## config.mk

```make
export PLATFORM = sky130hd
export DESIGN_NAME = input_field_tokenizer_top
export DESIGN_NICKNAME = d
export VERILOG_FILES = /design/src/ift_pkg.sv /design/src/input_field_tokenizer_top.sv /design/src/ift_front.sv /design/src/ift_queue.sv /design/src/ift_back.sv
export SDC_FILE = /design/constraint.sdc
export NUM_CORES = 1
export LEC_CHECK = 0
export ABC_CLOCK_PERIOD_IN_PS = 4200
export BUFFER_PORTS_ARGS = -buffer_cell sky130_fd_sc_hd__buf_2
export CAP_MARGIN = 20
export CORE_MARGIN = 5
export CORE_UTILIZATION = 40
export CTS_CLUSTER_SIZE = 40
export DETAILED_ROUTE_END_ITERATION = 8
export GPL_ROUTABILITY_DRIVEN = 1
export PLACE_DENSITY = 0.7
export SYNTH_ARGS = -nofsm -noshare
export SYNTH_HDL_FRONTEND = slang
export SYNTH_SLANG_ARGS = --single-unit
```

## constraint.sdc

```tcl
create_clock -name clk -period 4.2 [get_ports clk]
set_input_delay 0.21 -clock clk [delete_from_list [all_inputs] [get_ports clk]]
set_output_delay 0.21 -clock clk [all_outputs]
set_load 0.02 [all_outputs]
```

## src/ift_pkg.sv

```systemverilog
package ift_pkg;

    // Widths of the item fields.
    localparam int CHAR_W = 21;
    localparam int CAUSE_W = 2;
    localparam int MAX_TOKEN_W = 16;

    // Defaults for the top-level parameters.
    localparam int LENGTH_BITS_DEF = 16;
    localparam int QUEUE_DEPTH_DEF = 4;

    // Configuration port layout.
    localparam int ADDR_W = 3;
    localparam int DATA_W = 32;
    localparam logic REG_IDX_MAX_TOKEN = 1'b0;
    localparam logic [MAX_TOKEN_W-1:0] MAX_TOKEN_RESET = 16'd255;

    // Character codes that steer the tokenizer.
    localparam logic [CHAR_W-1:0] CH_COMMA = 21'h00002C;
    localparam logic [CHAR_W-1:0] CH_QUOTE = 21'h000022;
    localparam logic [CHAR_W-1:0] CH_CR    = 21'h00000D;
    localparam logic [CHAR_W-1:0] CH_LF    = 21'h00000A;
    localparam logic [CHAR_W-1:0] CH_TAB   = 21'h000009;
    localparam logic [CHAR_W-1:0] CH_SPACE = 21'h000020;

    // Tokenizer phase.
    typedef enum logic [1:0] {
        PH_LEAD     = 2'd0,
        PH_FIELD    = 2'd1,
        PH_TRAIL    = 2'd2,
        PH_AFTER_CR = 2'd3
    } phase_t;

    // Reason carried by an end marker.
    typedef enum logic [CAUSE_W-1:0] {
        CAUSE_DELIM = 2'd0,
        CAUSE_END   = 2'd1,
        CAUSE_LIMIT = 2'd2,
        CAUSE_QUOTE = 2'd3
    } cause_t;

    // One result item.
    typedef struct packed {
        logic [CHAR_W-1:0] ch;
        logic              field_end;
        cause_t            cause;
    } result_t;

    // All results caused by one input item.
    typedef struct packed {
        logic [1:0] cnt;
        result_t    r0;
        result_t    r1;
    } entry_t;

endpackage

```

## src/input_field_tokenizer_top.sv

```systemverilog
// Input field tokenizer.
// Input channel: one character item per push (in_char, at_end, text_mode);
// an item is taken when push is high and full is low.
// Result channel: out_char, field_end and end_cause are valid while empty is
// low; pop takes the oldest item. Each input item makes zero, one or two
// result items: field characters and an end marker that closes each field.
// With the result side idle, the first result of an item passes through the
// queue and the output entry register before it reaches the result ports.
// Throughput: one input item per cycle while full is low; the result side
// moves one item per cycle while pop is held, so items that make two results
// drain at half rate. The front end keeps the tokenizer state and settles
// each character combinationally; a queue of QUEUE_DEPTH entries and an
// output register decouple it from the result side. When the receiver stalls
// the queue fills and full rises; input is held off until pop frees space.
// Register at byte address 0: max_token_chars, written over the APB port.
// Reset clears the tokenizer to skipping leading blanks, empties the queue
// and sets max_token_chars to 255.
module input_field_tokenizer_top
    import ift_pkg::*;
#(
    parameter int LENGTH_BITS = LENGTH_BITS_DEF,
    parameter int QUEUE_DEPTH = QUEUE_DEPTH_DEF
)
(
    input  logic               clk,
    input  logic               rst_n,
    // Input channel.
    input  logic               push,
    output logic               full,
    input  logic [CHAR_W-1:0]  in_char,
    input  logic               at_end,
    input  logic               text_mode,
    // Result channel.
    input  logic               pop,
    output logic               empty,
    output logic [CHAR_W-1:0]  out_char,
    output logic               field_end,
    output logic [CAUSE_W-1:0] end_cause,
    // Configuration port.
    input  logic               psel,
    input  logic               penable,
    input  logic               pwrite,
    input  logic [ADDR_W-1:0]  paddr,
    input  logic [DATA_W-1:0]  pwdata,
    output logic [DATA_W-1:0]  prdata,
    output logic               pready
);

    logic [MAX_TOKEN_W-1:0] max_token_reg, max_token_next;
    logic                   cfg_wr;
    logic                   q_push, q_pop, q_full, q_empty;
    entry_t                 q_wdata, q_rdata;

    // Configuration register.
    assign pready = 1'b1;
    assign cfg_wr = psel && penable && pwrite && pready;

    always_comb
    begin
        max_token_next = max_token_reg;
        if (cfg_wr && paddr[2] == REG_IDX_MAX_TOKEN)
            max_token_next = pwdata[MAX_TOKEN_W-1:0];
    end

    always_ff @(posedge clk or negedge rst_n)
    begin
        if (!rst_n)
            max_token_reg <= MAX_TOKEN_RESET;
        else
            max_token_reg <= max_token_next;
    end

    assign prdata = (paddr[2] == REG_IDX_MAX_TOKEN) ? DATA_W'(max_token_reg) : '0;

    // Front end: tokenizer state and classification.
    ift_front #(
        .LENGTH_BITS (LENGTH_BITS)
    ) u_front (
        .clk             (clk),
        .rst_n           (rst_n),
        .push            (push),
        .in_char         (in_char),
        .at_end          (at_end),
        .text_mode       (text_mode),
        .max_token_chars (max_token_reg),
        .q_full          (q_full),
        .q_push          (q_push),
        .q_entry         (q_wdata)
    );

    // Queue of result entries.
    ift_queue #(
        .DEPTH (QUEUE_DEPTH)
    ) u_queue (
        .clk     (clk),
        .rst_n   (rst_n),
        .wr_en   (q_push),
        .wr_data (q_wdata),
        .rd_en   (q_pop),
        .rd_data (q_rdata),
        .full    (q_full),
        .empty   (q_empty)
    );

    // Back end: unpacks entries into result items.
    ift_back u_back (
        .clk       (clk),
        .rst_n     (rst_n),
        .q_data    (q_rdata),
        .q_empty   (q_empty),
        .q_pop     (q_pop),
        .pop       (pop),
        .empty     (empty),
        .out_char  (out_char),
        .field_end (field_end),
        .end_cause (end_cause)
    );

    assign full = q_full;

endmodule

```

## src/ift_front.sv

```systemverilog
module ift_front
    import ift_pkg::*;
#(
    parameter int LENGTH_BITS = LENGTH_BITS_DEF
)
(
    input  logic                   clk,
    input  logic                   rst_n,
    input  logic                   push,
    input  logic [CHAR_W-1:0]      in_char,
    input  logic                   at_end,
    input  logic                   text_mode,
    input  logic [MAX_TOKEN_W-1:0] max_token_chars,
    input  logic                   q_full,
    output logic                   q_push,
    output entry_t                 q_entry
);

    localparam int CW = (LENGTH_BITS > MAX_TOKEN_W) ? LENGTH_BITS : MAX_TOKEN_W;

    phase_t                 phase_reg, phase_next;
    logic                   inq_reg, inq_next;
    logic [LENGTH_BITS-1:0] len_reg, len_next;
    logic                   mode_reg, mode_next;

    logic                   accept;
    logic                   is_comma, is_quote, is_cr, is_lf, is_blank;
    logic                   start;
    logic                   eff_inq, eff_mode, save;
    logic [LENGTH_BITS-1:0] eff_len, len_inc, limit;
    logic [MAX_TOKEN_W-1:0] lim_raw;
    logic [CW-1:0]          lim_w, cap_w;
    entry_t                 ent;

    assign accept = push && !q_full;

    // Character classes.
    assign is_comma = (in_char == CH_COMMA);
    assign is_quote = (in_char == CH_QUOTE);
    assign is_cr    = (in_char == CH_CR);
    assign is_lf    = (in_char == CH_LF);
    assign is_blank = (in_char == CH_SPACE) || (in_char == CH_TAB);

    // Effective length limit: zero acts as one, saturated to the counter range.
    always_comb
    begin
        lim_raw = (max_token_chars == '0) ? MAX_TOKEN_W'(1) : max_token_chars;
        lim_w   = CW'(lim_raw);
        cap_w   = CW'({LENGTH_BITS{1'b1}});
        limit   = (lim_w > cap_w) ? cap_w[LENGTH_BITS-1:0] : lim_w[LENGTH_BITS-1:0];
    end

    // Next state and the results of one item.
    always_comb
    begin
        phase_next = phase_reg;
        inq_next   = inq_reg;
        len_next   = len_reg;
        mode_next  = mode_reg;
        ent        = '0;
        start      = 1'b0;
        save       = 1'b0;
        len_inc    = '0;

        unique case (phase_reg)
            PH_FIELD:
            begin
                if (at_end)
                begin
                    ent.cnt          = 2'd1;
                    ent.r0.field_end = 1'b1;
                    ent.r0.cause     = CAUSE_END;
                    phase_next       = PH_LEAD;
                end
            end
            PH_TRAIL:
            begin
                if (at_end || is_comma || is_lf)
                    phase_next = PH_LEAD;
                else if (is_cr)
                    phase_next = PH_AFTER_CR;
                else if (!is_blank)
                    start = 1'b1;
            end
            PH_AFTER_CR:
            begin
                // A blank after a CR goes back to skipping leading blanks.
                if (at_end || is_lf || is_blank)
                    phase_next = PH_LEAD;
                else
                    start = 1'b1;
            end
            default:
            begin
                phase_next = PH_LEAD;
                if (at_end)
                begin
                    ent.cnt          = 2'd1;
                    ent.r0.field_end = 1'b1;
                    ent.r0.cause     = CAUSE_END;
                end
                else if (!is_blank)
                    start = 1'b1;
            end
        endcase

        // A new field starts from cleared field state and the sampled mode.
        eff_inq  = start ? 1'b0 : inq_reg;
        eff_len  = start ? '0 : len_reg;
        eff_mode = start ? text_mode : mode_reg;
        if (start)
        begin
            phase_next = PH_FIELD;
            inq_next   = 1'b0;
            len_next   = '0;
            mode_next  = text_mode;
        end

        // Character handling inside a field.
        if (start || (phase_reg == PH_FIELD && !at_end))
        begin
            if (is_lf)
            begin
                ent.cnt          = 2'd1;
                ent.r0.field_end = 1'b1;
                ent.r0.cause     = CAUSE_DELIM;
                phase_next       = PH_LEAD;
            end
            else if (is_cr)
            begin
                ent.cnt          = 2'd1;
                ent.r0.field_end = 1'b1;
                ent.r0.cause     = CAUSE_DELIM;
                phase_next       = PH_AFTER_CR;
            end
            else if (is_quote)
            begin
                if (!eff_inq)
                begin
                    if (eff_len == '0)
                        inq_next = 1'b1;
                    else
                        save = 1'b1;
                end
                else
                begin
                    inq_next = 1'b0;
                    if (eff_mode)
                    begin
                        ent.cnt          = 2'd1;
                        ent.r0.field_end = 1'b1;
                        ent.r0.cause     = CAUSE_QUOTE;
                        phase_next       = PH_TRAIL;
                    end
                end
            end
            else if (is_comma)
            begin
                if (!eff_inq)
                begin
                    ent.cnt          = 2'd1;
                    ent.r0.field_end = 1'b1;
                    ent.r0.cause     = CAUSE_DELIM;
                    phase_next       = PH_LEAD;
                end
                else
                    save = 1'b1;
            end
            else if (is_blank)
            begin
                if (!eff_inq && !eff_mode)
                begin
                    ent.cnt          = 2'd1;
                    ent.r0.field_end = 1'b1;
                    ent.r0.cause     = CAUSE_DELIM;
                    phase_next       = PH_TRAIL;
                end
                else
                    save = 1'b1;
            end
            else
                save = 1'b1;

            // Store the character and cut the field at the limit.
            if (save)
            begin
                len_inc   = eff_len + 1'b1;
                len_next  = len_inc;
                ent.cnt   = 2'd1;
                ent.r0.ch = in_char;
                if (len_inc >= limit)
                begin
                    ent.cnt          = 2'd2;
                    ent.r1.field_end = 1'b1;
                    ent.r1.cause     = CAUSE_LIMIT;
                    phase_next       = PH_TRAIL;
                end
            end
        end
    end

    // Tokenizer state register.
    always_ff @(posedge clk or negedge rst_n)
    begin
        if (!rst_n)
        begin
            phase_reg <= PH_LEAD;
            inq_reg   <= 1'b0;
            len_reg   <= '0;
            mode_reg  <= 1'b0;
        end
        else if (accept)
        begin
            phase_reg <= phase_next;
            inq_reg   <= inq_next;
            len_reg   <= len_next;
            mode_reg  <= mode_next;
        end
    end

    // Only items that cause results enter the queue.
    assign q_push  = accept && (ent.cnt != 2'd0);
    assign q_entry = ent;

endmodule

```

## src/ift_queue.sv

```systemverilog
module ift_queue
    import ift_pkg::*;
#(
    parameter int DEPTH = QUEUE_DEPTH_DEF
)
(
    input  logic   clk,
    input  logic   rst_n,
    input  logic   wr_en,
    input  entry_t wr_data,
    input  logic   rd_en,
    output entry_t rd_data,
    output logic   full,
    output logic   empty
);

    localparam int PTR_W = (DEPTH > 1) ? $clog2(DEPTH) : 1;
    localparam int CNT_W = $clog2(DEPTH + 1);

    entry_t             entries_reg [DEPTH];
    logic [PTR_W-1:0]   wr_ptr_reg, wr_ptr_next;
    logic [PTR_W-1:0]   rd_ptr_reg, rd_ptr_next;
    logic [CNT_W-1:0]   count_reg, count_next;
    logic               do_wr, do_rd;

    assign full  = (count_reg == CNT_W'(DEPTH));
    assign empty = (count_reg == '0);
    assign do_wr = wr_en && !full;
    assign do_rd = rd_en && !empty;
    assign rd_data = entries_reg[rd_ptr_reg];

    // Pointer and occupancy update.
    always_comb
    begin
        wr_ptr_next = wr_ptr_reg;
        rd_ptr_next = rd_ptr_reg;
        count_next  = count_reg;
        if (do_wr)
            wr_ptr_next = (wr_ptr_reg == PTR_W'(DEPTH - 1)) ? '0 : wr_ptr_reg + 1'b1;
        if (do_rd)
            rd_ptr_next = (rd_ptr_reg == PTR_W'(DEPTH - 1)) ? '0 : rd_ptr_reg + 1'b1;
        if (do_wr && !do_rd)
            count_next = count_reg + 1'b1;
        else if (do_rd && !do_wr)
            count_next = count_reg - 1'b1;
    end

    always_ff @(posedge clk or negedge rst_n)
    begin
        if (!rst_n)
        begin
            wr_ptr_reg <= '0;
            rd_ptr_reg <= '0;
            count_reg  <= '0;
        end
        else
        begin
            wr_ptr_reg <= wr_ptr_next;
            rd_ptr_reg <= rd_ptr_next;
            count_reg  <= count_next;
        end
    end

    // Entry storage.
    always_ff @(posedge clk)
    begin
        if (do_wr)
            entries_reg[wr_ptr_reg] <= wr_data;
    end

    // Occupancy never goes past the depth.
    assert property (@(posedge clk) disable iff (!rst_n) count_reg <= CNT_W'(DEPTH))
        else $error("queue occupancy above depth");

    // A write into a full queue would drop an item's results.
    assert property (@(posedge clk) disable iff (!rst_n) wr_en |-> !full)
        else $error("write into full queue");

endmodule

```

## src/ift_back.sv

```systemverilog
module ift_back
    import ift_pkg::*;
(
    input  logic              clk,
    input  logic              rst_n,
    input  entry_t            q_data,
    input  logic              q_empty,
    output logic              q_pop,
    input  logic              pop,
    output logic              empty,
    output logic [CHAR_W-1:0] out_char,
    output logic              field_end,
    output logic [CAUSE_W-1:0] end_cause
);

    entry_t  cur_reg;
    logic    valid_reg, valid_next;
    logic    sel_reg, sel_next;
    logic    taken, last, reload;
    result_t res;

    assign empty = !valid_reg;
    assign taken = pop && valid_reg;
    assign last  = sel_reg || (cur_reg.cnt == 2'd1);
    assign reload = !valid_reg || (taken && last);
    assign q_pop = reload && !q_empty;

    // Step through the current entry, then fetch the next one.
    always_comb
    begin
        valid_next = valid_reg;
        sel_next   = sel_reg;
        if (reload)
        begin
            valid_next = !q_empty;
            sel_next   = 1'b0;
        end
        else if (taken)
            sel_next = 1'b1;
    end

    always_ff @(posedge clk or negedge rst_n)
    begin
        if (!rst_n)
        begin
            valid_reg <= 1'b0;
            sel_reg   <= 1'b0;
        end
        else
        begin
            valid_reg <= valid_next;
            sel_reg   <= sel_next;
        end
    end

    // Output entry register.
    always_ff @(posedge clk)
    begin
        if (q_pop)
            cur_reg <= q_data;
    end

    // Present the selected item of the entry.
    assign res       = sel_reg ? cur_reg.r1 : cur_reg.r0;
    assign out_char  = res.ch;
    assign field_end = res.field_end;
    assign end_cause = res.cause;

    // A held entry always carries at least one item.
    assert property (@(posedge clk) disable iff (!rst_n)
        valid_reg |-> (cur_reg.cnt == 2'd1 || cur_reg.cnt == 2'd2))
        else $error("held entry without items");

    // The second item is only shown for entries that have two.
    assert property (@(posedge clk) disable iff (!rst_n)
        (valid_reg && sel_reg) |-> (cur_reg.cnt == 2'd2))
        else $error("second item selected in single-item entry");

endmodule
```

==> metrics.txt, run 1 <==
# TYPE chip_impl_metric gauge
chip_impl_info{name="tritoncts",value="yes"} 1
chip_impl_metric{name="grt_max_degree",unit=""} 46
chip_impl_info{name="crit_path_cell_trace",value="buf_2 -> or4_4 -> or4_4 -> o31ai_4 -> o22ai_4 -> nand2b_4 -> inv_4 -> ha_4 -> inv_2 -> or4_4 -> nor2_4 -> nand3_2 -> xor2_1 -> nor2_1 -> ha_1 -> a21o_1 -> a21oi_2 -> o21ai_2 -> a21oi_2 -> nor4_1 -> or3_1"} 1
chip_impl_metric{name="total_leakage_power",unit="nW"} 4.024
chip_impl_metric{name="detailedPlacementHpwl",unit="um"} 11990
chip_impl_info{name="crit_path_end",value="u_front.phase_reg[1]"} 1
chip_impl_metric{name="clk_pin_slew",unit="ns"} 0.07
chip_impl_metric{name="critPathMaxFanout",unit=""} 5
chip_impl_metric{name="routed_wirelength",unit="um"} 17620
chip_impl_metric{name="place.gp.congestion",unit=""} 0.8704
chip_impl_metric{name="via_count",unit=""} 5309
chip_impl_info{name="timing.critical_path.from",value="in_char[19]"} 1
chip_impl_metric{name="dieArea",unit="sq um"} 23890
chip_impl_metric{name="fin_setup_tns",unit="ns"} 0
chip_impl_metric{name="post-place-ws",unit="ns"} -0.4335
chip_impl_metric{name="worst_slew_pin_slew",unit="ns"} 0.8916
chip_impl_metric{name="synthesis.area",unit="sq um"} 8358
chip_impl_metric{name="area.growth.synth_to_final",unit="%"} 22.20
chip_impl_metric{name="antenna_left",unit=""} 0
chip_impl_metric{name="io_buffer_count",unit=""} 88
chip_impl_metric{name="syn_area_per_cell",unit="sq um"} 13.59
chip_impl_metric{name="ff2ff_setup_slack",unit="ns"} 0.34
chip_impl_metric{name="detail_route.first_pass.iterations",unit=""} 5
chip_impl_metric{name="max_cap_viol_count",unit=""} 0
chip_impl_info{name="path_common_cell",value="sky130_fd_sc_hd__or4_4"} 1
chip_impl_metric{name="number_of_antenna_violations_at_the_first_check_in_global_routing",unit=""} 0
chip_impl_metric{name="final_cell_area",unit="sq um"} 10210
chip_impl_metric{name="share_of_the_core_filled_with_cells_in_the_final_layout",unit="%"} 49.99
chip_impl_metric{name="fin_hold_ws",unit="ns"} 0.01957
chip_impl_info{name="worst_setup_path_start_kind",value="input port"} 1
chip_impl_metric{name="insertion_delay",unit="ns"} 0.43
chip_impl_metric{name="timing.max_slew.rel_slack",unit="%"} 40.56
chip_impl_metric{name="final_period_minus_worst_setup_slack",unit="ns"} 4.107
chip_impl_metric{name="placed_area",unit="sq um"} 9414
chip_impl_metric{name="postSynthRegisterBits",unit=""} 175
chip_impl_metric{name="synth_async_sr_flop_share",unit="%"} 25.71
chip_impl_info{name="layout_common_cells",value="130 x sky130_fd_sc_hd__edfxtp_1, 88 x sky130_fd_sc_hd__buf_2, 48 x sky130_fd_sc_hd__nor2_1"} 1
chip_impl_metric{name="synth_cell_type_count",unit=""} 64
chip_impl_metric{name="timing.final.setup_violations",unit=""} 0
chip_impl_metric{name="synth.yosys.seq_area_share",unit="%"} 60.30
chip_impl_metric{name="synth-warning-count",unit=""} 0
chip_impl_metric{name="globalRoute.totalOverflow",unit=""} 0
chip_impl_info{name="most_common_cell_after_layout_fill_and_taps_aside",value="sky130_fd_sc_hd__edfxtp_1"} 1
chip_impl_metric{name="drive_gt1_share",unit="%"} 32.90
chip_impl_metric{name="vias_in_the_first_global_route",unit=""} 5555
chip_impl_metric{name="cts_buffers",unit=""} 17
chip_impl_info{name="grt_setup_unrepaired",value="yes"} 1
chip_impl_metric{name="cellPowerDensity",unit="nW/um^2"} 631.1
chip_impl_metric{name="synth_enable_flop_cells",unit=""} 130
chip_impl_metric{name="largest_register_ffs",unit=""} 104
chip_impl_info{name="critical_path.slowest_cell",value="sky130_fd_sc_hd__or4_4"} 1
chip_impl_metric{name="nets",unit=""} 843
chip_impl_metric{name="detail_route.vias_per_cell",unit=""} 5.125
chip_impl_metric{name="timing.fmax",unit="MHz"} 243.5
chip_impl_metric{name="remaining_drc_errors",unit=""} 0
chip_impl_metric{name="final_hold_viol_count",unit=""} 0
chip_impl_metric{name="max-clock-path-buffers",unit=""} 2
chip_impl_metric{name="ir_drop",unit="mV"} 0.3529
chip_impl_info{name="clk_root_buffer_cell",value="sky130_fd_sc_hd__clkbuf_16"} 1
chip_impl_metric{name="die_width",unit="um"} 154.6
chip_impl_info{name="run_status",value="completed"} 1
chip_impl_metric{name="ioPinCount",unit=""} 124
chip_impl_info{name="synth_flop_cell",value="sky130_fd_sc_hd__edfxtp_1"} 1
chip_impl_metric{name="antenna-diode-count",unit=""} 0
chip_impl_metric{name="grt_usage",unit="%"} 15.10
chip_impl_metric{name="timing.final.max_slew_violations",unit=""} 0
chip_impl_metric{name="period_share",unit="%"} 97.79
chip_impl_info{name="crit-reg2reg-launch",value="u_front.phase_reg[1]"} 1
chip_impl_metric{name="critPathRequiredTime",unit="ns"} 4.50
chip_impl_metric{name="clock_sink_count",unit=""} 175
chip_impl_info{name="crit_type",value="input port to flip-flop"} 1
chip_impl_metric{name="cts-htree-levels",unit=""} 4
chip_impl_metric{name="floorplan.core_area",unit="sq um"} 20430
chip_impl_metric{name="initialDrtViolationCount",unit=""} 329
chip_impl_metric{name="setup_slack",unit="ns"} 0.09294
chip_impl_info{name="crit_path_end_kind",value="flip-flop"} 1
chip_impl_metric{name="worst-r2r-cell-count",unit=""} 16
chip_impl_metric{name="initial_cell_density_of_the_core",unit="%"} 40.91
chip_impl_metric{name="chipHeight",unit="um"} 154.6
chip_impl_metric{name="row_count",unit=""} 52
chip_impl_info{name="worst_hold_path_type",value="input port to flip-flop"} 1
chip_impl_metric{name="first_pass_grt_wire_length",unit="um"} 29040
chip_impl_metric{name="synthCells",unit=""} 615
chip_impl_metric{name="final.setup_skew",unit="ns"} 0.008028
chip_impl_metric{name="worst-endpoint-arrival",unit="ns"} 4.41
chip_impl_metric{name="crit_path_max_incr_delay",unit="ns"} 0.56
chip_impl_metric{name="wirelength_per_cell",unit="um"} 17.01
chip_impl_info{name="critical_register_to_register_path_endpoint",value="u_queue.count_reg[1]"} 1
[what timing repair did]
action                                  4_1_cts  5_1_grt
resized for setup                             3        6
pin swaps                                     0        3
endpoints found under the setup margin        5       10
buffers inserted                              0        3
hold endpoints to repair                     48        0
gates cloned                                  0        0
hold buffers                                 12        0
[worst min-delay path by stage]
stage / start / to / slack (ns) / cells past startpoint
4_1_cts: pwdata[14] / max_token_reg[14] / 0.003 / 2
6_report: pwdata[7] / max_token_reg[7] / 0.02 / 2
5_1_grt: pwdata[14] / max_token_reg[14] / 0.007 / 2
3_5_place_dp: rst_n / u_front.len_reg[15] / 0.35 / 2
3_3_place_gp: rst_n / u_front.len_reg[15] / 0.35 / 2
2_1_floorplan: rst_n / max_token_reg[10] / -0.09 / 0
[cell usage after synthesis (5+ instances only)]
library cell               instances  area share, %
sky130_fd_sc_hd__xnor2_1           7           0.73
sky130_fd_sc_hd__and2_1           26            1.9
sky130_fd_sc_hd__inv_1            28            1.3
sky130_fd_sc_hd__nand4_1           6           0.45
sky130_fd_sc_hd__a22o_1            8           0.84
sky130_fd_sc_hd__ha_1             24            3.6
sky130_fd_sc_hd__o211ai_1          6           0.54
sky130_fd_sc_hd__buf_4            17            1.5
sky130_fd_sc_hd__clkbuf_1         15           0.67
sky130_fd_sc_hd__mux2_2           22            3.0
sky130_fd_sc_hd__nor4_1           13           0.97
sky130_fd_sc_hd__xor2_1            9           0.94
sky130_fd_sc_hd__nand2b_1          9           0.67
sky130_fd_sc_hd__a21oi_1          11           0.66
sky130_fd_sc_hd__nor2b_1          31            2.3
sky130_fd_sc_hd__buf_1             5           0.22
sky130_fd_sc_hd__or3_1             5           0.37
sky130_fd_sc_hd__o31ai_1           5           0.45
sky130_fd_sc_hd__edfxtp_1        130             47
sky130_fd_sc_hd__nor3_1            9           0.54
sky130_fd_sc_hd__nand3_1           7           0.42
sky130_fd_sc_hd__o21ai_0          15           0.90
sky130_fd_sc_hd__a21o_1            6           0.54
sky130_fd_sc_hd__nand2_1          21           0.94
sky130_fd_sc_hd__dfrtp_1          37             11
sky130_fd_sc_hd__dfstp_2           8            2.5
sky130_fd_sc_hd__mux4_2           26            7.0
sky130_fd_sc_hd__nor2_1           50            2.2
sky130_fd_sc_hd__or4_1             5           0.45
[routing by layer]
metal  up-vias  GRT usage, %  routed length (um)
li1       2548             -                   -
met1      2620         19.21                7436
met2       119         26.58                9152
met3        22         3.073                 767
met4         0         3.659                 266
met5         -             0                   0
[layout make-up]
type	count	area, sq um
Multi-Input combinational cell	388	3162
Fill cell	1757	10220
Clock inverter	15	195.2
Inverter	28	107.6
Tap cell	270	337.8
Sequential cell	175	5040
Clock buffer	17	425.4
Timing Repair Buffer	143	945.9
[worst max-delay path: cells and delay by family]
family	cells	cell delay (ns)
and+or+nand+nor	9	2.49
AOI/OAI and AO/OA	6	0.94
adders and majority gates	2	0.41
buffers and inverters	3	0.22
xor gates and xnor gates	1	0.15
[through the flow]
| stage | std cells | power (W) |
|---|---|---|
| floorplan | 630 | 0.004181 |
| global placement | 989 | 0.004815 |
| detailed placement | 989 | 0.004878 |
| CTS | 1033 | 0.006510 |
| global route | 1036 | 0.006810 |
| finish | 1036 | 0.006446 |
[report_power, final]
| group | leakage [nW] | switching (W) | internal [W] |
|---|---|---|---|
| Clock | 0.300 | 0.000744 | 0.000861 |
| Sequential | 1.77 | 0.000214 | 0.00247 |
| Combinational | 1.96 | 0.00122 | 0.000934 |
[kinds of logic after synthesis]
logic type               count (synthesis)  share of synthesized area [%]
multiplexers                            50                          10.25
flip-flops                             175                          60.30
adder cells (fa/ha/maj)                 25                          3.832
buffers and inverters                   67                          3.802
AO/OA/AOI/OAI                           77                          6.677
XOR/XNOR                                16                          1.677
AND/OR/NAND/NOR                        203                          13.37
other                                    2                        0.08985
Note: power is estimated with default switching activity, not from simulation.
==> run 2: changes to the inputs <==
Settings changed: GPL_TIMING_DRIVEN set to 0, MAX_ROUTING_LAYER set to met4, PLACE_DENSITY 0.7 to unset.
==> run 2 against run 1 <==
Compared with the run above:
- the run now ends with setup timing left
- clock power fell by 6%
- first-iteration DRC count fell by 8.5%
- combinational power rose by 3%
- sequential share of layout area rose by 0.20 points
- critical path depth rose by 1
- utilization fell by 0.20 points
- fmax fell by 4.9%
- non-clock buffer count rose by 6
- via count rose by 1.7%
- largest power group unchanged
==> metrics.txt, run 2 (same netlist as run 1, synthesis figures left out) <==
# TYPE chip_impl_metric gauge
chip_impl_metric{name="worst_slew_pin_slew",unit="ns"} 0.8723
chip_impl_metric{name="detail_route.first_pass.iterations",unit=""} 5
chip_impl_info{name="layout_common_cells",value="130 x sky130_fd_sc_hd__edfxtp_1, 84 x sky130_fd_sc_hd__buf_2, 46 x sky130_fd_sc_hd__nor2_1"} 1
chip_impl_metric{name="grt_max_degree",unit=""} 46
chip_impl_metric{name="period_share",unit="%"} 102.8
chip_impl_metric{name="cts-htree-levels",unit=""} 4
chip_impl_metric{name="io_buffer_count",unit=""} 87
chip_impl_metric{name="routed_wirelength",unit="um"} 18380
chip_impl_metric{name="detailedPlacementHpwl",unit="um"} 12810
chip_impl_metric{name="final_hold_viol_count",unit=""} 0
chip_impl_metric{name="post-place-ws",unit="ns"} -1.155
chip_impl_metric{name="globalRoute.totalOverflow",unit=""} 0
chip_impl_metric{name="seqCellArea",unit="sq um"} 5040
chip_impl_metric{name="insertion_delay",unit="ns"} 0.42
chip_impl_metric{name="total_leakage_power",unit="nW"} 3.991
chip_impl_info{name="grt_setup_unrepaired",value="yes"} 1
chip_impl_metric{name="clock_sink_count",unit=""} 175
chip_impl_metric{name="row_count",unit=""} 52
chip_impl_metric{name="max_cap_viol_count",unit=""} 0
chip_impl_metric{name="detail_route.vias_per_cell",unit=""} 5.179
chip_impl_metric{name="max-clock-path-buffers",unit=""} 2
chip_impl_metric{name="antenna-diode-count",unit=""} 0
chip_impl_metric{name="share_of_the_core_filled_with_cells_in_the_final_layout",unit="%"} 49.79
chip_impl_metric{name="clk_pin_slew",unit="ns"} 0.07
chip_impl_metric{name="critPathRequiredTime",unit="ns"} 4.50
chip_impl_metric{name="switchingPower",unit="W"} 0.002193
chip_impl_metric{name="cellPowerDensity",unit="nW/um^2"} 627.1
chip_impl_metric{name="ir_drop",unit="mV"} 0.3020
chip_impl_info{name="worst_hold_path_type",value="input port to flip-flop"} 1
chip_impl_metric{name="setup_slack",unit="ns"} -0.1168
chip_impl_metric{name="nets",unit=""} 849
chip_impl_metric{name="timing.max_slew.rel_slack",unit="%"} 41.85
chip_impl_metric{name="area.growth.synth_to_final",unit="%"} 21.71
chip_impl_metric{name="final.setup_skew",unit="ns"} 0.01260
chip_impl_metric{name="largest_register_ffs",unit=""} 104
chip_impl_info{name="most_common_cell_after_layout_fill_and_taps_aside",value="sky130_fd_sc_hd__edfxtp_1"} 1
chip_impl_metric{name="timing.final.max_slew_violations",unit=""} 0
chip_impl_metric{name="timing.fmax",unit="MHz"} 231.7
chip_impl_metric{name="vias_in_the_first_global_route",unit=""} 5770
chip_impl_metric{name="critPathMaxFanout",unit=""} 5
chip_impl_info{name="run_status",value="finished with violations"} 1
chip_impl_info{name="failing_checks",value="setup timing"} 1
chip_impl_metric{name="via_count",unit=""} 5397
chip_impl_metric{name="n_fill_cell",unit=""} 1823
chip_impl_metric{name="final_period_minus_worst_setup_slack",unit="ns"} 4.317
chip_impl_metric{name="place.gp.congestion",unit=""} 0.8697
chip_impl_info{name="clk_root_buffer_cell",value="sky130_fd_sc_hd__clkbuf_16"} 1
chip_impl_info{name="worst_hold_startpoint",value="pwdata[13]"} 1
chip_impl_metric{name="initial_cell_density_of_the_core",unit="%"} 40.91
chip_impl_metric{name="first_pass_grt_wire_length",unit="um"} 29650
chip_impl_metric{name="cts_buffers",unit=""} 17
chip_impl_metric{name="multi_input_area",unit="sq um"} 3218
chip_impl_metric{name="worst-endpoint-arrival",unit="ns"} 4.62
chip_impl_metric{name="ioPinCount",unit=""} 124
chip_impl_metric{name="chipHeight",unit="um"} 154.6
chip_impl_metric{name="number_of_antenna_violations_at_the_first_check_in_global_routing",unit=""} 0
chip_impl_metric{name="floorplan.core_area",unit="sq um"} 20430
chip_impl_info{name="tritoncts",value="yes"} 1
chip_impl_metric{name="timing.final.setup_violations",unit=""} 10
chip_impl_metric{name="placed_area",unit="sq um"} 9304
chip_impl_metric{name="drive_gt1_share",unit="%"} 33.42
chip_impl_metric{name="dieArea",unit="sq um"} 23890
chip_impl_metric{name="comb_power_share",unit="%"} 34.6
chip_impl_metric{name="die_width",unit="um"} 154.6
chip_impl_metric{name="power_switching_share",unit="%"} 34.38
chip_impl_metric{name="p_clk_share",unit="%"} 23.6
chip_impl_info{name="worst_setup_path_start_kind",value="input port"} 1
chip_impl_info{name="crit_path_end_kind",value="flip-flop"} 1
chip_impl_metric{name="remaining_drc_errors",unit=""} 0
chip_impl_metric{name="share_seq_of_total_power",unit="%"} 41.7
chip_impl_metric{name="final_cell_area",unit="sq um"} 10170
chip_impl_metric{name="p_int",unit="W"} 0.004186
chip_impl_metric{name="initialDrtViolationCount",unit=""} 301
chip_impl_info{name="timing.critical_path.from",value="in_char[12]"} 1
chip_impl_metric{name="antenna_left",unit=""} 0
chip_impl_metric{name="grt_usage",unit="%"} 16.18
chip_impl_metric{name="power",unit="W"} 0.006379
chip_impl_metric{name="wirelength_per_cell",unit="um"} 17.64
chip_impl_info{name="crit_type",value="input port to flip-flop"} 1
chip_impl_info{name="crit-reg2reg-launch",value="u_front.phase_reg[1]"} 1
[run 2: cell types whose count changed in the layout (fill, tap and decap cells not counted), moves of 3 or more]
cell,previous run,this run
sky130_fd_sc_hd__and2_2,0,3
sky130_fd_sc_hd__inv_6,2,7
sky130_fd_sc_hd__buf_1,0,4
sky130_fd_sc_hd__buf_12,5,1
sky130_fd_sc_hd__buf_6,0,5
sky130_fd_sc_hd__clkbuf_1,0,13
sky130_fd_sc_hd__dlygate4sd3_1,12,6
sky130_fd_sc_hd__clkinv_8,5,2
sky130_fd_sc_hd__nor3_1,9,6
sky130_fd_sc_hd__buf_4,38,34
sky130_fd_sc_hd__and2_1,26,22
sky130_fd_sc_hd__buf_2,88,84
[run 2: what timing repair did]
action,CTS,global route
endpoints found under the setup margin,205,170
buffers inserted,15,1
pin swaps,9,9
hold endpoints to repair,4,11
resized for setup,13,14
hold buffers,4,2
[run 2: worst max-delay path, stage by stage]
cell	delay, ns
sky130_fd_sc_hd__buf_6	0.09
sky130_fd_sc_hd__or4_4	0.55
sky130_fd_sc_hd__or4_4	0.58
sky130_fd_sc_hd__o31ai_4	0.23
sky130_fd_sc_hd__o22ai_4	0.13
sky130_fd_sc_hd__clkbuf_8	0.15
sky130_fd_sc_hd__nand2b_4	0.13
sky130_fd_sc_hd__inv_2	0.07
sky130_fd_sc_hd__ha_4	0.15
sky130_fd_sc_hd__inv_4	0.04
sky130_fd_sc_hd__or4_4	0.46
sky130_fd_sc_hd__nor2_4	0.12
sky130_fd_sc_hd__nand3_2	0.10
sky130_fd_sc_hd__xor2_2	0.17
sky130_fd_sc_hd__nor2_2	0.15
sky130_fd_sc_hd__ha_1	0.26
sky130_fd_sc_hd__a21o_1	0.16
sky130_fd_sc_hd__a21oi_1	0.11
sky130_fd_sc_hd__o21ai_1	0.10
sky130_fd_sc_hd__a21oi_2	0.26
sky130_fd_sc_hd__nor4_1	0.07
sky130_fd_sc_hd__or3_1	0.31
[run 2: power by group through the flow]
stage / registers, W / logic, W / clock network (W)
global route: 0.00271 / 0.00242 / 0.00162
detailed placement: 0.00270 / 0.00216 / 0
floorplan: 0.00263 / 0.00155 / 0
global placement: 0.00269 / 0.00210 / 0
CTS: 0.00267 / 0.00223 / 0.00154
finish: 0.00266 / 0.00221 / 0.00151
[run 2: metal layers]
metal / up-vias / wire length [um] / global-route usage (%)
li1: 2569 / - / -
met1: 2678 / 7759 / 19.61
met2: 137 / 9674 / 27.81
met3: 13 / 768 / 3.493
met4: 0 / 173 / 3.869
met5: - / 0 / -
[run 2: metrics by stage]
step	std cells	TNS [ns]	hold slack (ns)
2_1_floorplan	630	-1.653	-0.08559
6_report	1042	-0.9648	0.02063
4_1_cts	1038	-2.137	0.0005117
3_3_place_gp	987	-209.94	0.4428
3_5_place_dp	988	-119.82	0.4454
5_1_grt	1042	-2.687	0.001150
[run 2: area by class of cell]
| class | instances | share of cell area, % |
|---|---|---|
| inverter | 28 | 1.082 |
| buffer | 37 | 2.177 |
| timing repair buffer | 112 | 6.617 |
| clock buffer | 17 | 4.182 |
| multi-input combinational | 388 | 31.64 |
| sequential | 175 | 49.54 |
| tap | 270 | 3.321 |
| clock inverter | 15 | 1.439 |
[run 2: final timing paths]
path	endpoint	slack, ns	depth (start not counted)
min in group asynchronous	max_token_reg[11]	0.20	2
setup reg to reg	u_queue.entries_reg[3][9]	0.28	15
max in group asynchronous	max_token_reg[1]	3.44	3
hold / removal	max_token_reg[13]	0.02	2
setup / recovery	u_front.phase_reg[1]	-0.12	22
hold reg to reg	u_back.sel_reg	0.47	1
==> run 3: changes to the inputs <==
Settings changed: ABC_AREA set to 1.
==> run 3 against run 2 <==
Compared with the run above:
- the run now ends clean
- critical path depth increased by 8
- clock skew is 0.0040 ns higher
- largest cell class unchanged
- combinational power increased by 39%
==> metrics.txt, run 3 <==
# TYPE chip_impl_metric gauge
chip_impl_metric{name="cts-htree-levels",unit=""} 4
chip_impl_metric{name="synthCells",unit=""} 964
chip_impl_metric{name="timing.final.setup_violations",unit=""} 0
chip_impl_info{name="most_repeated_cell_in_the_gate_level_netlist_after_synthesis",value="sky130_fd_sc_hd__nor2_1"} 1
chip_impl_metric{name="synthesis.area",unit="sq um"} 8941
chip_impl_metric{name="via_count",unit=""} 6855
chip_impl_metric{name="wirelength_per_cell",unit="um"} 15.97
chip_impl_metric{name="finish.cell_count_without_fillers",unit=""} 1394
chip_impl_metric{name="ir_drop",unit="mV"} 0.4165
chip_impl_metric{name="floorplan.core_area",unit="sq um"} 21890
chip_impl_metric{name="placed_area",unit="sq um"} 9876
chip_impl_info{name="run_status",value="completed"} 1
chip_impl_metric{name="antenna_left",unit=""} 0
chip_impl_metric{name="detail_route.first_pass.iterations",unit=""} 5
chip_impl_metric{name="comb_power_share",unit="%"} 41.4
chip_impl_metric{name="max-clock-path-buffers",unit=""} 2
chip_impl_metric{name="timing.hold.worst_path_depth",unit=""} 3
chip_impl_metric{name="area.growth.synth_to_final",unit="%"} 20.00
chip_impl_metric{name="nets",unit=""} 1191
chip_impl_metric{name="worst-r2r-cell-count",unit=""} 27
chip_impl_metric{name="final_cell_area",unit="sq um"} 10730
chip_impl_metric{name="initial_cell_density_of_the_core",unit="%"} 40.84
chip_impl_metric{name="syn_area_per_cell",unit="sq um"} 9.275
chip_impl_metric{name="drive_gt1_share",unit="%"} 20.74
chip_impl_info{name="crit_type",value="input port to flip-flop"} 1
chip_impl_metric{name="routed_wirelength",unit="um"} 22260
chip_impl_metric{name="ff2ff_setup_slack",unit="ns"} 0.19
chip_impl_info{name="tritoncts",value="yes"} 1
chip_impl_metric{name="p_int",unit="W"} 0.004319
chip_impl_info{name="synthDominantAreaCellType",value="sky130_fd_sc_hd__edfxtp_1"} 1
chip_impl_metric{name="die_width",unit="um"} 159.5
chip_impl_metric{name="power_switching_share",unit="%"} 42.04
chip_impl_metric{name="place.gp.congestion",unit=""} 0.8933
chip_impl_metric{name="worst_slew_pin_slew",unit="ns"} 0.9020
chip_impl_metric{name="postSynthRegisterBits",unit=""} 175
chip_impl_metric{name="vias_in_the_first_global_route",unit=""} 6857
chip_impl_metric{name="share_seq_of_total_power",unit="%"} 37.1
chip_impl_metric{name="synth.yosys.seq_area_share",unit="%"} 56.37
chip_impl_info{name="synth_flop_cell",value="sky130_fd_sc_hd__edfxtp_1"} 1
chip_impl_info{name="worst_setup_path_start_kind",value="input port"} 1
chip_impl_metric{name="clk_pin_slew",unit="ns"} 0.07
chip_impl_info{name="synthTopCellsByCount",value="190 x sky130_fd_sc_hd__nor2_1, 134 x sky130_fd_sc_hd__nand2_1, 130 x sky130_fd_sc_hd__edfxtp_1, 130 x sky130_fd_sc_hd__inv_1, 67 x sky130_fd_sc_hd__o21ai_0"} 1
chip_impl_metric{name="globalRoute.totalOverflow",unit=""} 0
chip_impl_info{name="worst_hold_path_type",value="input port to flip-flop"} 1
chip_impl_metric{name="detail_route.vias_per_cell",unit=""} 4.918
chip_impl_metric{name="antenna-diode-count",unit=""} 0
chip_impl_metric{name="synth_cell_type_count",unit=""} 43
chip_impl_metric{name="fin_setup_tns",unit="ns"} 0
chip_impl_metric{name="chipHeight",unit="um"} 159.5
chip_impl_metric{name="detailedPlacementHpwl",unit="um"} 15490
chip_impl_metric{name="fin_hold_ws",unit="ns"} 0.01018
chip_impl_metric{name="grt_usage",unit="%"} 18.09
chip_impl_metric{name="ioPinCount",unit=""} 124
chip_impl_metric{name="period_share",unit="%"} 95.36
chip_impl_metric{name="synth_top_area_share",unit="%"} 43.66
chip_impl_metric{name="synth-warning-count",unit=""} 0
chip_impl_metric{name="total_leakage_power",unit="nW"} 4.776
chip_impl_metric{name="largest_register_ffs",unit=""} 104
chip_impl_metric{name="cts_buffers",unit=""} 17
chip_impl_info{name="synth.area.top_cells",value="sky130_fd_sc_hd__edfxtp_1 44%, sky130_fd_sc_hd__dfrtp_1 10%, sky130_fd_sc_hd__nor2_1 8.0%"} 1
chip_impl_metric{name="clock_sink_count",unit=""} 175
chip_impl_metric{name="timing.max_slew.rel_slack",unit="%"} 39.72
chip_impl_metric{name="row_count",unit=""} 54
chip_impl_info{name="most_common_cell_after_layout_fill_and_taps_aside",value="sky130_fd_sc_hd__nor2_1"} 1
chip_impl_metric{name="critPathMaxFanout",unit=""} 10
chip_impl_metric{name="cellPowerDensity",unit="nW/um^2"} 694.6
chip_impl_metric{name="initialDrtViolationCount",unit=""} 428
chip_impl_metric{name="insertion_delay",unit="ns"} 0.44
chip_impl_metric{name="dieArea",unit="sq um"} 25440
chip_impl_info{name="layout_common_cells",value="181 x sky130_fd_sc_hd__nor2_1, 133 x sky130_fd_sc_hd__nand2_1, 130 x sky130_fd_sc_hd__edfxtp_1"} 1
chip_impl_metric{name="crit_path_max_incr_delay",unit="ns"} 0.27
chip_impl_metric{name="placedCellCount",unit=""} 1348
chip_impl_info{name="clk_root_buffer_cell",value="sky130_fd_sc_hd__clkbuf_16"} 1
chip_impl_info{name="critical_path.slowest_cell",value="sky130_fd_sc_hd__ha_1"} 1
chip_impl_metric{name="critPathRequiredTime",unit="ns"} 4.39
chip_impl_metric{name="final_period_minus_worst_setup_slack",unit="ns"} 4.005
chip_impl_metric{name="timing.fmax",unit="MHz"} 249.7
chip_impl_metric{name="io_buffer_count",unit=""} 87
chip_impl_metric{name="synth_enable_flop_cells",unit=""} 130
chip_impl_metric{name="timing.final.max_slew_violations",unit=""} 0
chip_impl_metric{name="synth_async_sr_flop_share",unit="%"} 25.71
chip_impl_metric{name="post-place-ws",unit="ns"} -1.089
chip_impl_metric{name="remaining_drc_errors",unit=""} 0
chip_impl_metric{name="worst-endpoint-arrival",unit="ns"} 4.20
chip_impl_metric{name="number_of_antenna_violations_at_the_first_check_in_global_routing",unit=""} 0
chip_impl_metric{name="first_pass_grt_wire_length",unit="um"} 35970
chip_impl_metric{name="switchingPower",unit="W"} 0.003133
chip_impl_metric{name="p_clk_share",unit="%"} 21.6
chip_impl_metric{name="max_cap_viol_count",unit=""} 0
chip_impl_metric{name="setup_slack",unit="ns"} 0.1950
chip_impl_info{name="crit_path_end_kind",value="flip-flop"} 1
chip_impl_metric{name="final_hold_viol_count",unit=""} 0
chip_impl_metric{name="final.setup_skew",unit="ns"} 0.01659
chip_impl_metric{name="grt_max_degree",unit=""} 46
run 3: cell count changes in the layout (fill, tap and decap cells not counted), sizes merged, moves of 29 or more:
cell,previous run,this run
nand3,7,36
nor2b,31,0
nor2,51,212
nand2,21,140
inv,37,145
o21ai,15,72
run 3: power by group through the flow:
stage | clock, W | combinational [W] | sequential, W
2_1_floorplan | 0 | 0.00203 | 0.00274
3_3_place_gp | 0 | 0.00285 | 0.00280
3_5_place_dp | 0 | 0.00297 | 0.00280
4_1_cts | 0.00163 | 0.00301 | 0.00276
5_1_grt | 0.00171 | 0.00345 | 0.00281
6_report | 0.00161 | 0.00308 | 0.00276
run 3: through the flow:
stage                     power [W]  utilization, %
after floorplan            0.004770               -
after global placement     0.005653           44.69
after detailed placement   0.005769           45.11
after CTS                  0.007406           48.22
after global routing       0.007967           49.01
final                      0.007452           49.01
run 3: critical path, delay by kind of cell:
kind | cells | cell delay, ns
XOR/XNOR | 1 | 0.23
AND/OR/NAND/NOR | 19 | 2.39
adder cells (fa/ha/maj) | 2 | 0.44
AO/OA/AOI/OAI | 2 | 0.37
buffers and inverters | 6 | 0.54
run 3: final timing paths:
kind / from / endpoint
max: in_char[14] / u_queue.entries_reg[1][27]
min: text_mode / u_front.mode_reg
max reg2reg: u_front.phase_reg[1] / u_queue.entries_reg[1][27]
min reg2reg: u_front.len_reg[1] / u_front.len_reg[1]
max in group asynchronous: rst_n / u_front.phase_reg[0]
min in group asynchronous: rst_n / u_front.len_reg[13]
run 3: area by class of cell:
cell class,count,area [sq um]
repair buffers,103,618.1
well taps,280,350.3
clock buffers,17,425.4
plain buffers,48,281.5
multi-input cells,616,3301
fillers,2094,11160
inverters,140,525.5
clock inverters,15,187.7
flip-flops and latches,175,5040
run 3: layer usage:
metal / part of all wire (%) / track usage [%] / up-vias / wire (um)
met5: 0 / - / - / 0
met4: 1.3 / 4.575 / 0 / 285
met3: 5.0 / 3.754 / 23 / 1117
met2: 50 / 30.47 / 175 / 11210
met1: 43 / 22.35 / 3229 / 9652
li1: - / - / 3428 / -
run 3: what timing repair did:
| action | 4_1_cts | 5_1_grt |
|---|---|---|
| endpoints found under the setup margin | 11 | 10 |
| pin swaps | 3 | 11 |
| hold buffers | 3 | 1 |
| buffers inserted | 2 | 7 |
| hold endpoints to repair | 3 | 14 |
| resized for setup | 7 | 18 |
run 3: cells by family (layout without fill, tap and decap cells):
family	count (synthesis)	after routing	synth area share [%]
multiplexers	1	1	0.1259
other	2	17	0.08399
AND/OR/NAND/NOR	420	420	21.09
buffers and inverters	188	323	8.928
AO/OA/AOI/OAI	144	144	8.942
flip-flops	175	175	56.37
adder cells (fa/ha/maj)	25	25	3.582
XOR/XNOR	9	9	0.8817
